[config.mk]
export PLATFORM = sky130hd
export DESIGN_NAME = base64_base32_encoder
export DESIGN_NICKNAME = d
export VERILOG_FILES = /design/src/hdl/b64b32_pkg.sv /design/src/hdl/base64_base32_encoder.sv
export VERILOG_INCLUDE_DIRS = /design/src /design/src/hdl
export SDC_FILE = /design/constraint.sdc
export NUM_CORES = 1
export LEC_CHECK = 0
export BUFFER_PORTS_ARGS = -buffer_cell sky130_fd_sc_hd__buf_4
export CORE_ASPECT_RATIO = 0.7
export CORE_MARGIN = 5
export CORE_UTILIZATION = 52
export CTS_BUF_LIST = sky130_fd_sc_hd__clkbuf_16
export CTS_CLUSTER_SIZE = 40
export DETAILED_ROUTE_END_ITERATION = 10
export HOLD_SLACK_MARGIN = 0.12
export PLACE_DENSITY = 0.82
export SYNTH_ARGS = -nofsm -noshare
export SYNTH_HDL_FRONTEND = slang
export SYNTH_SLANG_ARGS = --single-unit
export TNS_END_PERCENT = 30
[constraint.sdc]
create_clock -name clock -period 6.12 [get_ports clock]
set_clock_uncertainty 0.1 [all_clocks]
set_input_delay 0.612 -clock clock [delete_from_list [all_inputs] [get_ports clock]]
set_output_delay 0.612 -clock clock [all_outputs]
set_load 0.05 [all_outputs]
[src/hdl/base64_base32_encoder_defines.svh]
// Assertion macros for the Base64 / Base32 encoder
`ifndef BASE64_BASE32_ENCODER_DEFINES_SVH
`define BASE64_BASE32_ENCODER_DEFINES_SVH

`ifndef SYNTHESIS

// check a condition at every clock edge outside reset
`define B64B32_ASSERT_ALWAYS(label, expr) \
   label: assert property (@(posedge clock) disable iff (reset) (expr)) \
      else $error("encoder assertion failed");

// check a consequence in the same cycle
`define B64B32_ASSERT_IMPL(label, ante, cons) \
   label: assert property (@(posedge clock) disable iff (reset) (ante) |-> (cons)) \
      else $error("encoder assertion failed");

// check a consequence in the next cycle
`define B64B32_ASSERT_NEXT(label, ante, cons) \
   label: assert property (@(posedge clock) disable iff (reset) (ante) |=> (cons)) \
      else $error("encoder assertion failed");

`else

`define B64B32_ASSERT_ALWAYS(label, expr)
`define B64B32_ASSERT_IMPL(label, ante, cons)
`define B64B32_ASSERT_NEXT(label, ante, cons)

`endif

`endif

[src/hdl/b64b32_pkg.sv]
// Types, constants and alphabet functions of the Base64 / Base32 encoder
`default_nettype none

package b64b32_pkg;

   typedef enum logic {
      MODE_BASE64 = 1'b0,
      MODE_BASE32 = 1'b1
   } mode_type;

   localparam logic [6:0] PAD_CHAR      = 7'h3D;
   localparam logic [2:0] GROUP_BASE64  = 3'd6;
   localparam logic [2:0] GROUP_BASE32  = 3'd5;
   localparam logic [2:0] LAST_SLOT     = 3'd7;

   // standard Base64 alphabet
   function automatic logic [6:0] b64_char(input logic [5:0] grp);
      priority if (grp < 6'd26) begin
         return 7'h41 + {1'b0, grp};
      end else if (grp < 6'd52) begin
         return 7'h61 + {1'b0, grp} - 7'd26;
      end else if (grp < 6'd62) begin
         return 7'h30 + {1'b0, grp} - 7'd52;
      end else if (grp == 6'd62) begin
         return 7'h2B;
      end else begin
         return 7'h2F;
      end
   endfunction

   // standard Base32 alphabet
   function automatic logic [6:0] b32_char(input logic [4:0] grp);
      priority if (grp < 5'd26) begin
         return 7'h41 + {2'b0, grp};
      end else begin
         return 7'h32 + {2'b0, grp} - 7'd26;
      end
   endfunction

   // padding still owed for a character count modulo 8
   function automatic logic pad_needed(input mode_type mode, input logic [2:0] chars);
      unique case (mode)
         MODE_BASE32: return chars != 3'd0;
         MODE_BASE64: return chars[1:0] != 2'd0;
         default:     return 1'b0;
      endcase
   endfunction

endpackage

`default_nettype wire

[src/hdl/base64_base32_encoder.sv]
// Streaming Base64 / Base32 encoder, top level
//
// Usage:
//  - req channel: one message byte per beat (req_data_byte) with req_last_byte
//    set on the final byte. Empty messages are not supported.
//  - rsp channel: one ASCII character per beat (rsp_out_char); rsp_last_char
//    marks the final character of a message, after any '=' padding.
//  - csr port: csr_write_enable writes csr_alphabet_mode (0 = Base64,
//    1 = Base32). Write only while no message byte is in flight.
// Path: a byte taken goes into the work register; each of its characters is
// then formed from it and registered in the output register.
// Throughput: one character per cycle while rsp_stall is low; a byte stays in
// the work register until it has given all its characters - one or two for an
// inner byte, up to eight for a final byte with flush and padding. The next
// byte is taken in the same cycle as the final character of the current one
// leaves the work register, so a steady stream runs with no bubbles.
// Reset (synchronous, active high): empties both registers, clears the bit
// accumulator, pending bit count and character count, and selects Base64.
// Stall: while rsp_stall holds, the character waits in the output register,
// the work register holds, and req_stall rises once the work register is full.
`default_nettype none

`include "base64_base32_encoder_defines.svh"

module base64_base32_encoder
   import b64b32_pkg::*;
(
   input  wire logic       clock,
   input  wire logic       reset,
   input  wire logic       csr_write_enable,
   input  wire logic       csr_alphabet_mode,
   input  wire logic       req_valid,
   output logic            req_stall,
   input  wire logic [7:0] req_data_byte,
   input  wire logic       req_last_byte,
   output logic            rsp_valid,
   input  wire logic       rsp_stall,
   output logic [6:0]      rsp_out_char,
   output logic            rsp_last_char
);

   // configuration
   mode_type    mode_ff, mode_in;

   // work register: accumulator, pending bit count, message character count
   logic        work_valid_ff, work_valid_in;
   logic [11:0] acc_ff, acc_in;
   logic [3:0]  pend_ff, pend_in;
   logic [2:0]  chars_ff, chars_in;
   logic        last_ff, last_in;
   logic [2:0]  count_ff, count_in;

   // output register
   logic        rsp_valid_ff, rsp_valid_in;
   logic [6:0]  rsp_char_ff, rsp_char_in;
   logic        rsp_lastc_ff, rsp_lastc_in;

   logic [2:0]  gsize;
   logic        has_group;
   logic [3:0]  shift_amt;
   logic [11:0] shifted;
   logic [11:0] flushed;
   logic [5:0]  grp_bits;
   logic [6:0]  alpha_char;
   logic [6:0]  step_char;
   logic [3:0]  new_pend;
   logic [2:0]  new_chars;
   logic        more;
   logic        out_free;
   logic        emit;
   logic        done;
   logic        accept;

   // character step: a full group, else the zero-filled tail, else padding
   always_comb begin
      unique case (mode_ff)
         MODE_BASE32: gsize = GROUP_BASE32;
         MODE_BASE64: gsize = GROUP_BASE64;
         default:     gsize = GROUP_BASE64;
      endcase
      has_group  = pend_ff >= {1'b0, gsize};
      shift_amt  = pend_ff - {1'b0, gsize};
      // a bit above bit 11 reads as zero
      shifted    = acc_ff >> shift_amt;
      flushed    = acc_ff << (gsize - pend_ff[2:0]);
      grp_bits   = has_group ? shifted[5:0] : flushed[5:0];
      alpha_char = (mode_ff == MODE_BASE32) ? b32_char(grp_bits[4:0]) : b64_char(grp_bits);
      step_char  = (has_group || (last_ff && (pend_ff != 4'd0))) ? alpha_char : PAD_CHAR;
      new_pend   = has_group ? shift_amt : 4'd0;
      new_chars  = chars_ff + 3'd1;
      // anything left after this character; the eighth one always ends it
      more       = (count_ff != LAST_SLOT)
                   && ((new_pend >= {1'b0, gsize})
                       || (last_ff && ((new_pend != 4'd0) || pad_needed(mode_ff, new_chars))));
   end

   assign out_free  = !rsp_valid_ff || !rsp_stall;
   assign emit      = work_valid_ff && out_free;
   assign done      = emit && !more;
   assign req_stall = work_valid_ff && !done;
   assign accept    = req_valid && !req_stall;

   always_comb begin
      mode_in       = csr_write_enable ? mode_type'(csr_alphabet_mode) : mode_ff;
      work_valid_in = work_valid_ff;
      acc_in        = acc_ff;
      pend_in       = pend_ff;
      chars_in      = chars_ff;
      last_in       = last_ff;
      count_in      = count_ff;

      // advance through the characters of the current byte
      if (emit) begin
         pend_in  = new_pend;
         chars_in = new_chars;
         count_in = count_ff + 3'd1;
         if (done) begin
            work_valid_in = 1'b0;
            // a finished message leaves no state behind
            if (last_ff) begin
               acc_in   = '0;
               pend_in  = '0;
               chars_in = '0;
            end
         end
      end

      // shift the new byte in on top of what the last character left
      if (accept) begin
         work_valid_in = 1'b1;
         acc_in        = {acc_in[3:0], req_data_byte};
         pend_in       = pend_in + 4'd8;
         last_in       = req_last_byte;
         count_in      = '0;
      end

      rsp_valid_in = out_free ? emit : rsp_valid_ff;
      rsp_char_in  = emit ? step_char : rsp_char_ff;
      rsp_lastc_in = emit ? (last_ff && !more) : rsp_lastc_ff;
   end

   always_ff @(posedge clock) begin
      if (reset) begin
         mode_ff       <= MODE_BASE64;
         work_valid_ff <= 1'b0;
         acc_ff        <= '0;
         pend_ff       <= '0;
         chars_ff      <= '0;
         rsp_valid_ff  <= 1'b0;
      end else begin
         mode_ff       <= mode_in;
         work_valid_ff <= work_valid_in;
         acc_ff        <= acc_in;
         pend_ff       <= pend_in;
         chars_ff      <= chars_in;
         rsp_valid_ff  <= rsp_valid_in;
      end
   end

   always_ff @(posedge clock) begin
      last_ff      <= last_in;
      count_ff     <= count_in;
      rsp_char_ff  <= rsp_char_in;
      rsp_lastc_ff <= rsp_lastc_in;
   end

   assign rsp_valid     = rsp_valid_ff;
   assign rsp_out_char  = rsp_char_ff;
   assign rsp_last_char = rsp_lastc_ff;

   // at most five bits stay behind after a byte, so at most thirteen with a new one
   `B64B32_ASSERT_ALWAYS(a_pend_range, pend_ff <= 4'd13)
   // between bytes the leftover is always less than a whole Base64 group
   `B64B32_ASSERT_IMPL(a_idle_pend, !work_valid_ff, pend_ff <= 4'd5)
   // the character count restarts once a message is finished
   `B64B32_ASSERT_NEXT(a_msg_clear, done && last_ff, chars_ff == 3'd0)

endmodule

`default_nettype wire
# [Word level (Yosys, flattened, before mapping)]
# Index checks and enable logic that the tools add are counted.
[classes] eq_ne=2 n_mux=23 addsub=13 reduce_logical=26 bitwise=1 n_lt_le_gt_ge=6 shifts=2
[ops] cell="$mux W12" count=4
[ops] cell="$mux W7" count=5
[ops] cell="$mux W4" count=5
[ops] cell="$add A7 B6 Y7 const A" count=2
[ops] cell="$sub A7 B5 Y7 const B" count=2
[ops] cell="$lt A6 B6 Y1 const B" count=2
[ops] cell="$shl A12 B3 Y6" count=1
[ops] cell="$shr A12 B4 Y6" count=1
[ops] cell="$mux W3" count=3
[ops] cell="$ge A4 B3 Y1" count=2
[ops] cell="$logic_and A1 B1 Y1" count=8
[ops] cell="$reduce_bool A2 Y1" count=4
[ops] cell="$reduce_bool A4 Y1" count=2
[ops] cell="$add A6 B5 Y7 const A" count=1
[ops] cell="$add A6 B6 Y7 const A" count=1
[ops] cell="$add A7 B5 Y7 const A" count=1
[ops] cell="$sub A7 B6 Y7 const B" count=1
[ops] cell="$add A3 B1 Y3 const B" count=2
[ops] cell="$eq A6 B6 Y1 const B" count=1
[ops] cell="$lt A6 B5 Y1 const B" count=1
[ops] cell="$mux W6" count=1
[ops] cell="$pmux W3 S2" count=1
[ops] cell="$logic_not A1 Y1" count=5
[ops] cell="$lt A5 B5 Y1 const B" count=1
[ops] cell="11 further kinds" count=16
[word_totals] elab_cells=84 register_bits=34 in_bits=15

# [Depth between registers and ports, before layout]
# Gate-level depths: netlist of run 1.
[depth] depth_word=17 depth_mapped=18

# [Worst setup path after synthesis of run 1]
# Ideal clock, no wire load.
[synth_timing] path_kind="reg-to-reg" from="reg mode_ff" to="reg rsp_char_ff[5] (netlist: rsp_out_char[5]), data pin" required_ns=5.755 arrival_time_ns=4.088 period_less_slack_ns=4.453 setup_slack_ns=1.667 stages_incl_launch_ff=15 path_cell_list="dfxtp_1 clkbuf_1 clkinv_1 fa_1 xor2_4 mux2i_1 mux4_2 o221ai_1 inv_1 ha_1 nor3_1 buf_2 a31oi_1 a21oi_1 o211ai_1"
[synth_via] elab_chain_len=11
[synth_rtl] item="start, declared" line="base64_base32_encoder.sv:43" source="mode_type mode_ff, mode_in;"
[synth_rtl] item="start signal, assigned" line="base64_base32_encoder.sv:151" source="mode_ff <= mode_in;"
[synth_rtl] item="$not A1 Y1" line="base64_base32_encoder.sv:76" source="unique case (mode_ff)"
[synth_rtl] item="$pmux W3 S2" line="base64_base32_encoder.sv:76"
[synth_rtl] item="$sub A4 B3 Y4 or $sub A3 B3 Y3 (tied branches)" line="base64_base32_encoder.sv:82, base64_base32_encoder.sv:85"
[synth_rtl] item="$shr A12 B4 Y6 or $shl A12 B3 Y6 (tied branches)" line="base64_base32_encoder.sv:84, base64_base32_encoder.sv:85"
[synth_rtl] item="$mux W6" line="base64_base32_encoder.sv:86" source="grp_bits = has_group ? shifted[5:0] : flushed[5:0];"
[synth_rtl] item="$add A6 B6 Y7" line="b64b32_pkg.sv:23" source="return 7'h30 + {1'b0, grp} - 7'd52;"
[synth_rtl] item="$sub A7 B6 Y7" line="b64b32_pkg.sv:23"
[synth_rtl] item="$mux W7" line="b64b32_pkg.sv:22" source="end else if (grp < 6'd62) begin"
[synth_rtl] item="$mux W7" line="b64b32_pkg.sv:20" source="end else if (grp < 6'd52) begin"
[synth_rtl] item="$mux W7" line="b64b32_pkg.sv:18" source="priority if (grp < 6'd26) begin"
[synth_rtl] item="$mux W7" line="base64_base32_encoder.sv:87" source="alpha_char = (mode_ff == MODE_BASE32) ? b32_char(grp_bits[4:0]) : b64_char(grp_bits);"
[synth_rtl] item="end signal, assigned" line="base64_base32_encoder.sv:163" source="rsp_char_ff <= rsp_char_in;"
[synth_rtl] item="end, declared" line="base64_base32_encoder.sv:55" source="logic [6:0] rsp_char_ff, rsp_char_in;"
# Several ways; a longest one is shown, not always the timed one. The select of a mux whose other input is x is not followed.
# A chain may end at the register's enable or synchronous reset.

# [Worst setup path in the final report of run 1]
# Same ends and word-level chain as after synthesis.

==> metrics.csv, run 1 <==
metric,value,unit
status,completed,
overall routed net length,6520,microns
max incr delay on CP,0.74,ns
post-synthesis sequential area ratio,27.7,%
"Avg Cell Area, Syn",9.23,sq um
reg-to-reg endpoint,rsp_out_char[5],
crit-path leading delay family,adder cells,
leakage,1.24,nW
slowest CP cell,fa_1,
TritonCTS clock tree,yes,
cts hold-fix bufs,0,
critical path cell sequence,clkinv_1 > fa_1 > xor2_4 > mux2i_1 > mux4_2 > o221ai_1 > inv_1 > ha_1 > nor3_1 > buf_4 > a31oi_1 > a21oi_1 > o211ai_1,
post-route cell area,0.00312,sq mm
Clock transition at path regs,0.05,ns
IO buf count,24,
via/cell ratio,6.06,
GP Congestion,0.951,
placement-stage cell area,0.00298,sq mm
std cell rows,22,
fin crit period,5.16,ns
grt total ovfl,0,
syn nets,334,
I/O Pins,25,
reg2reg setup slack,0.96,ns
largest net degree at the start of global routing,26,
Setup-failing EPs final,0,
Critical Path RT,6.04,ns
f_max,194,MHz
Final Hold Fails,0,
hold endpoint,count_ff[2],
overall power,0.743,mW
Initial Utilization,53.4,%
Global Route Usage Sum,19.6,%
total setup buffers inserted after CTS,0,
register bit total from synthesis,34,
Initial DRC Count,216,
core area,0.00520,sq mm
crit path max fanout,13,
Synth Flop Type,dfxtp_1,
fill count,454,
Worst EP arrival,5.08,ns
RSZ-0062 raised after global routing,no,
Pwr Density,239,mW/mm^2
Yosys warning total,0,
H-tree depth,2,
clock latency at the later pin of the worst-skew pair,0.27,ns
number of synthesized flops with an enable pin,9,
nets@finish,350,
Async SR Flop Fraction,0,%
drt pass-1 iters,4,
VDD IR max,0.000121,V
post_cts resized,0,
CP startpoint kind,register,
RR Startpoint,mode_ff,
CTS Buffer Depth,2,
wire per inst,16.7,microns
Netlist Area Pre-Place,0.00278,sq mm
DRT antenna net count,0,
layout cell share with drive strength beyond 1,17.9,%
Max Slew Vio Count,0,
Critical Path End Type,register,
hold path cells,2,
"Distinct cells, synth",68,
diode count,0,
CP Class,reg -> reg,
antenna violations before repair,0,
Hold Startpoint,count_ff[2],
routed via count,2365,
Syn Inst Count,301,
DRC Markers,0,
HPWL Detailed,5000,microns
Die Height,71.2,microns
worst r2r path cells,13,
die area,0.00693,sq mm
Layout area overhead,12.2,%
fin crit share,84.4,%
Root Driver,clkbuf_16,
setup TNS,0,ns
Slew headroom,27.6,%
CTS buffer count,5,
Hold Crit Class,reg -> reg,
Clock Sinks,34,
global-route wire length before repair,11300,microns
Critical path buffers and inverters,3,
Max Cap Viol,0,
vias in the first global route,2257,
Worst-Margin Slew,1.09,ns
die extent in x,97.4,microns
[cell usage in the layout, fill, tap and decap left out, types with 4 or more instances in the layout]
| cell | instances |
|---|---|
| xnor2_1 | 5 |
| a21oi_1 | 15 |
| nor2_1 | 16 |
| ha_1 | 16 |
| mux2_2 | 4 |
| mux2i_1 | 17 |
| a22o_1 | 10 |
| buf_4 | 25 |
| nand3b_1 | 4 |
| clkbuf_16 | 5 |
| nand3_1 | 4 |
| mux4_2 | 8 |
| nor2b_1 | 6 |
| nand2_1 | 41 |
| edfxtp_1 | 9 |
| nor3_1 | 5 |
| inv_1 | 13 |
| o21a_1 | 4 |
| o21ai_0 | 9 |
| o211ai_1 | 7 |
| dfxtp_1 | 25 |
[power by group]
| part | total (mW) | switching (mW) | leakage [nW] | internal (mW) |
|---|---|---|---|---|
| registers | 0.274 | 0.0214 | 0.287 | 0.253 |
| logic | 0.232 | 0.141 | 0.881 | 0.0911 |
| clock network | 0.237 | 0.0893 | 0.0748 | 0.147 |
| total | 0.743 | 0.252 | 1.24 | 0.492 |
[metal layers]
| layer | global-route usage (%) | wire (microns) | vias up | part of all wire (%) |
|---|---|---|---|---|
| met1 | 29.0 | 3090 | 1122 | 47 |
| met4 | 3.38 | 50 | 0 | 0.77 |
| met5 | 0 | 0 | - | 0 |
| li1 | - | - | 1156 | - |
| met3 | 5.12 | 469 | 8 | 7.2 |
| met2 | 29.1 | 2900 | 79 | 45 |
[state kept, by name, indices dropped and copies added, names as in the netlist, 3 cells and up]
register	count
acc_ff	12
rsp_out_char	7
chars_ff	3
count_ff	3
pend_ff	4
[worst max-delay path by stage]
stage,start,to,slack (ns),depth (start not counted)
floorplan,mode_ff,rsp_out_char[5],1.67,14
global placement,mode_ff,rsp_out_char[5],1.08,13
detailed placement,mode_ff,rsp_out_char[5],1.02,13
CTS,mode_ff,rsp_out_char[5],0.99,13
global route,mode_ff,rsp_out_char[5],0.67,13
finish,mode_ff,rsp_out_char[5],0.96,13
[tightest hold or removal path, delay by kind of cell, from the launching register on]
kind | cells | cell delay [ns]
flip-flops | 1 | 0.31
AO/OA/AOI/OAI | 1 | 0.05
AND/OR/NAND/NOR | 1 | 0.05
[synthesized netlist by cell type, types with 5 or more instances]
| master | number | share of area [%] |
|---|---|---|
| nand2_1 | 41 | 5.5 |
| dfxtp_1 | 25 | 18 |
| mux2i_1 | 17 | 6.1 |
| ha_1 | 16 | 7.2 |
| nor2_1 | 16 | 2.2 |
| a21oi_1 | 15 | 2.7 |
| inv_1 | 12 | 1.6 |
| a22o_1 | 10 | 3.2 |
| edfxtp_1 | 9 | 9.7 |
| o21ai_0 | 9 | 1.6 |
| buf_2 | 8 | 1.4 |
| mux4_2 | 8 | 6.5 |
| o211ai_1 | 7 | 1.9 |
| clkbuf_1 | 6 | 0.81 |
| nor2b_1 | 6 | 1.4 |
| nor3_1 | 5 | 0.90 |
| xnor2_1 | 5 | 1.6 |
[layout make-up]
type                       count  area, sq um  area share, %
inverter                      17         66.3           2.13
clock inverter                 3         13.8          0.442
multi-input combinational    234         1860           59.8
tap                           72         90.1           2.89
timing repair buffer          25          188           6.02
sequential                    34          771           24.7
clock buffer                   5          125           4.02
[stage by stage]
| stage | hold slack [ns] | util (%) | std cells | worst slack [ns] |
|---|---|---|---|---|
| final | 0.359 | 59.9 | 390 | 0.957 |
| after global routing | 0.382 | 59.9 | 390 | 0.674 |
| after CTS | 0.363 | 59.9 | 390 | 0.992 |
| after detailed placement | 0.356 | 57.2 | 382 | 1.02 |
| after global placement | 0.346 | 57.2 | 382 | 1.08 |
| after floorplan | 0.340 | - | 301 | 1.67 |
[cell families (layout without fill, tap and decap cells)]
logic type | count (synthesis) | count (layout) | synth area share (%)
compound gates | 83 | 83 | 23.7
flops | 34 | 34 | 27.7
simple gates | 95 | 95 | 16.9
buf+inv | 33 | 50 | 5.23
fa+ha+maj | 18 | 18 | 8.65
xor+xnor | 9 | 9 | 3.51
mux | 29 | 29 | 14.2
No activity file was read; power rests on OpenSTA's default activity.
==> inputs of run 2 (changes only) <==
--- a/config.mk
+++ b/config.mk
@@ -14,7 +14,7 @@
 export CTS_CLUSTER_SIZE = 40
 export DETAILED_ROUTE_END_ITERATION = 10
 export HOLD_SLACK_MARGIN = 0.12
-export PLACE_DENSITY = 0.82
+export PLACE_DENSITY = 0.85
 export SYNTH_ARGS = -nofsm -noshare
 export SYNTH_HDL_FRONTEND = slang
 export SYNTH_SLANG_ARGS = --single-unit
==> constraint.sdc (replaced) <==
create_clock -name clock -period 4.3 [get_ports clock]
set_clock_uncertainty 0.1 [all_clocks]
set_input_delay 0.43 -clock clock [delete_from_list [all_inputs] [get_ports clock]]
set_output_delay 0.43 -clock clock [all_outputs]
set_load 0.05 [all_outputs]
==> metrics.csv, run 2 (synthesis results as in run 1) <==
metric,value,unit,change
crit path max fanout,8,,-5
most frequent cells in the layout,"nand2_1 (41), buf_4 (39), dfxtp_1 (25)",,
Pwr Density,335,mW/mm^2,+40%
Global Route Usage Sum,19.8,%,+0.25 points
hold path cells,1,,-1
VDD IR max,0.000194,V,+60%
RR Startpoint,mode_ff,,
Hold Slack,0.227,ns,-0.132 ns
global-route wire length before repair,11200,microns,-0.91%
Worst-Margin Slew,1.00,ns,-0.0820 ns
overall routed net length,6740,microns,+3.5%
IO buf count,24,,unchanged
CP Class,reg -> reg,,
HPWL Detailed,5010,microns,+0.22%
Root Driver,clkbuf_16,,
RSZ-0062 raised after global routing,no,,
post-route cell area,0.00323,sq mm,+3.7%
Final Hold Fails,0,,unchanged
CTS buffer count,5,,unchanged
cts hold-fix bufs,0,,unchanged
Hold Startpoint,req_last_byte,,
nets@finish,364,,+4.0%
met3 usage,5.91,%,+0.79 points
reg-to-reg endpoint,rsp_out_char[3],,
max FFs per register,12,,unchanged
CTS Buffer Depth,2,,unchanged
vias in the first global route,2263,,+0.27%
GP Congestion,0.941,,-1.1%
setup TNS,0,ns,unchanged
diode count,0,,unchanged
"Most flops, register",acc_ff,,
final core occ,62.1,%,+2.2 points
via/cell ratio,6.06,,-0.12%
Initial DRC Count,279,,+29%
Slew headroom,32.6,%,+5.0 points
status,completed,,
layout cell share with drive strength beyond 1,22.0,%,+4.1 points
die extent in x,97.4,microns,unchanged
Clock transition at path regs,0.05,ns,about the same
Critical Path End Type,register,,
Most Crowded Layer GR,met2,,
Clock Sinks,34,,unchanged
reg2reg setup slack,0.29,ns,-0.67 ns
PnR worst setup slack,0.285,ns,-0.672 ns
CP startpoint kind,register,,
Initial Utilization,53.4,%,unchanged
std cell rows,22,,unchanged
fin crit share,93.4,%,+9.0 points
Layout area overhead,16.3,%,
hold endpoint,last_ff,,
drt pass-1 iters,5,,+1
DRT antenna net count,0,,unchanged
GR Util met2,29.1,%,unchanged
"most common cell after layout, fill and taps aside",nand2_1,,
Worst EP arrival,3.93,ns,-1.15 ns
Max Cap Viol,0,,unchanged
routed via count,2447,,+3.5%
die area,0.00693,sq mm,unchanged
antenna violations before repair,0,,unchanged
TritonCTS clock tree,yes,,
worst r2r path cells,14,,+1
grt total ovfl,0,,unchanged
Setup-failing EPs final,0,,unchanged
GRT met1 Usage,27.8,%,-1.2 points
Hold Crit Class,in -> reg,,
largest net degree at the start of global routing,25,,-3.8%
Die Height,71.2,microns,unchanged
clock latency at the later pin of the worst-skew pair,0.28,ns,about the same
fin crit period,4.01,ns,-1.15 ns
f_max,249,MHz,+29%
DRC Markers,0,,unchanged
Max Slew Vio Count,0,,unchanged
Critical Path RT,4.21,ns,-1.83 ns
core area,0.00520,sq mm,unchanged
wire per inst,16.7,microns,about the same
H-tree depth,2,,unchanged
pre-CTS WS,0.240,ns,-0.776 ns
leakage,1.31,nW,+5.4%
I/O Pins,25,,unchanged
placement-stage cell area,0.00309,sq mm,+3.8%
==> run 2: cell count changes in the layout (fill, tap and decap cells not counted), sizes merged <==
cell,change
buf,+14
==> run 2: power by group <==
group	switching [mW]	total [mW]	leakage (nW)	internal (mW)
sequential	0.0285	0.389	0.287	0.360
combinational	0.209	0.353	0.951	0.144
clock	0.129	0.338	0.0724	0.209
==> run 2: worst max-delay path by stage <==
stage | startpoint | to | depth (start not counted)
3_3_place_gp | pend_ff[0] | rsp_out_char[4] | 11
2_1_floorplan | mode_ff | rsp_out_char[5] | 16
4_1_cts | pend_ff[0] | rsp_out_char[4] | 11
5_1_grt | mode_ff | rsp_out_char[3] | 14
3_5_place_dp | pend_ff[0] | rsp_out_char[4] | 11
6_report | mode_ff | rsp_out_char[3] | 14
==> run 2: repair_timing <==
action,CTS,global route
setup endpoints to repair,0,2
gates resized for setup,0,1
buffers inserted,0,0
==> run 2: layout make-up <==
| type | count | area, sq um |
|---|---|---|
| fill | 427 | 1970 |
| clock buffer | 5 | 125 |
| sequential | 34 | 771 |
| timing repair buffer | 39 | 293 |
| multi-input combinational | 234 | 1870 |
| inverter | 17 | 67.6 |
| tap | 72 | 90.1 |
| clock inverter | 3 | 12.5 |
==> run 2: worst max-delay path, cell delays in order (launching register included) <==
cell and delay [ns]:
dfxtp_1 0.43, clkinv_2 0.13, ha_1 0.24, fa_1 0.63, buf_4 0.19, mux4_2 0.50, mux2i_1 0.15, a21oi_1 0.12
nand3_2 0.15, inv_1 0.08, ha_1 0.32, o31ai_2 0.21, o32ai_1 0.22, xnor2_1 0.18, o211ai_1 0.09
==> run 2: stage by stage <==
step,std cells,power [mW]
floorplan,301,0.646
global placement,396,0.732
detailed placement,396,0.741
CTS,404,1.08
global route,404,1.14
finish,404,1.08
==> run 2: metal layers <==
layer / routed length, microns / vias to the layer above
li1: - / 1192
met1: 3150 / 1127
met2: 2900 / 114
met3: 591 / 14
met4: 105 / 0
met5: 0 / -
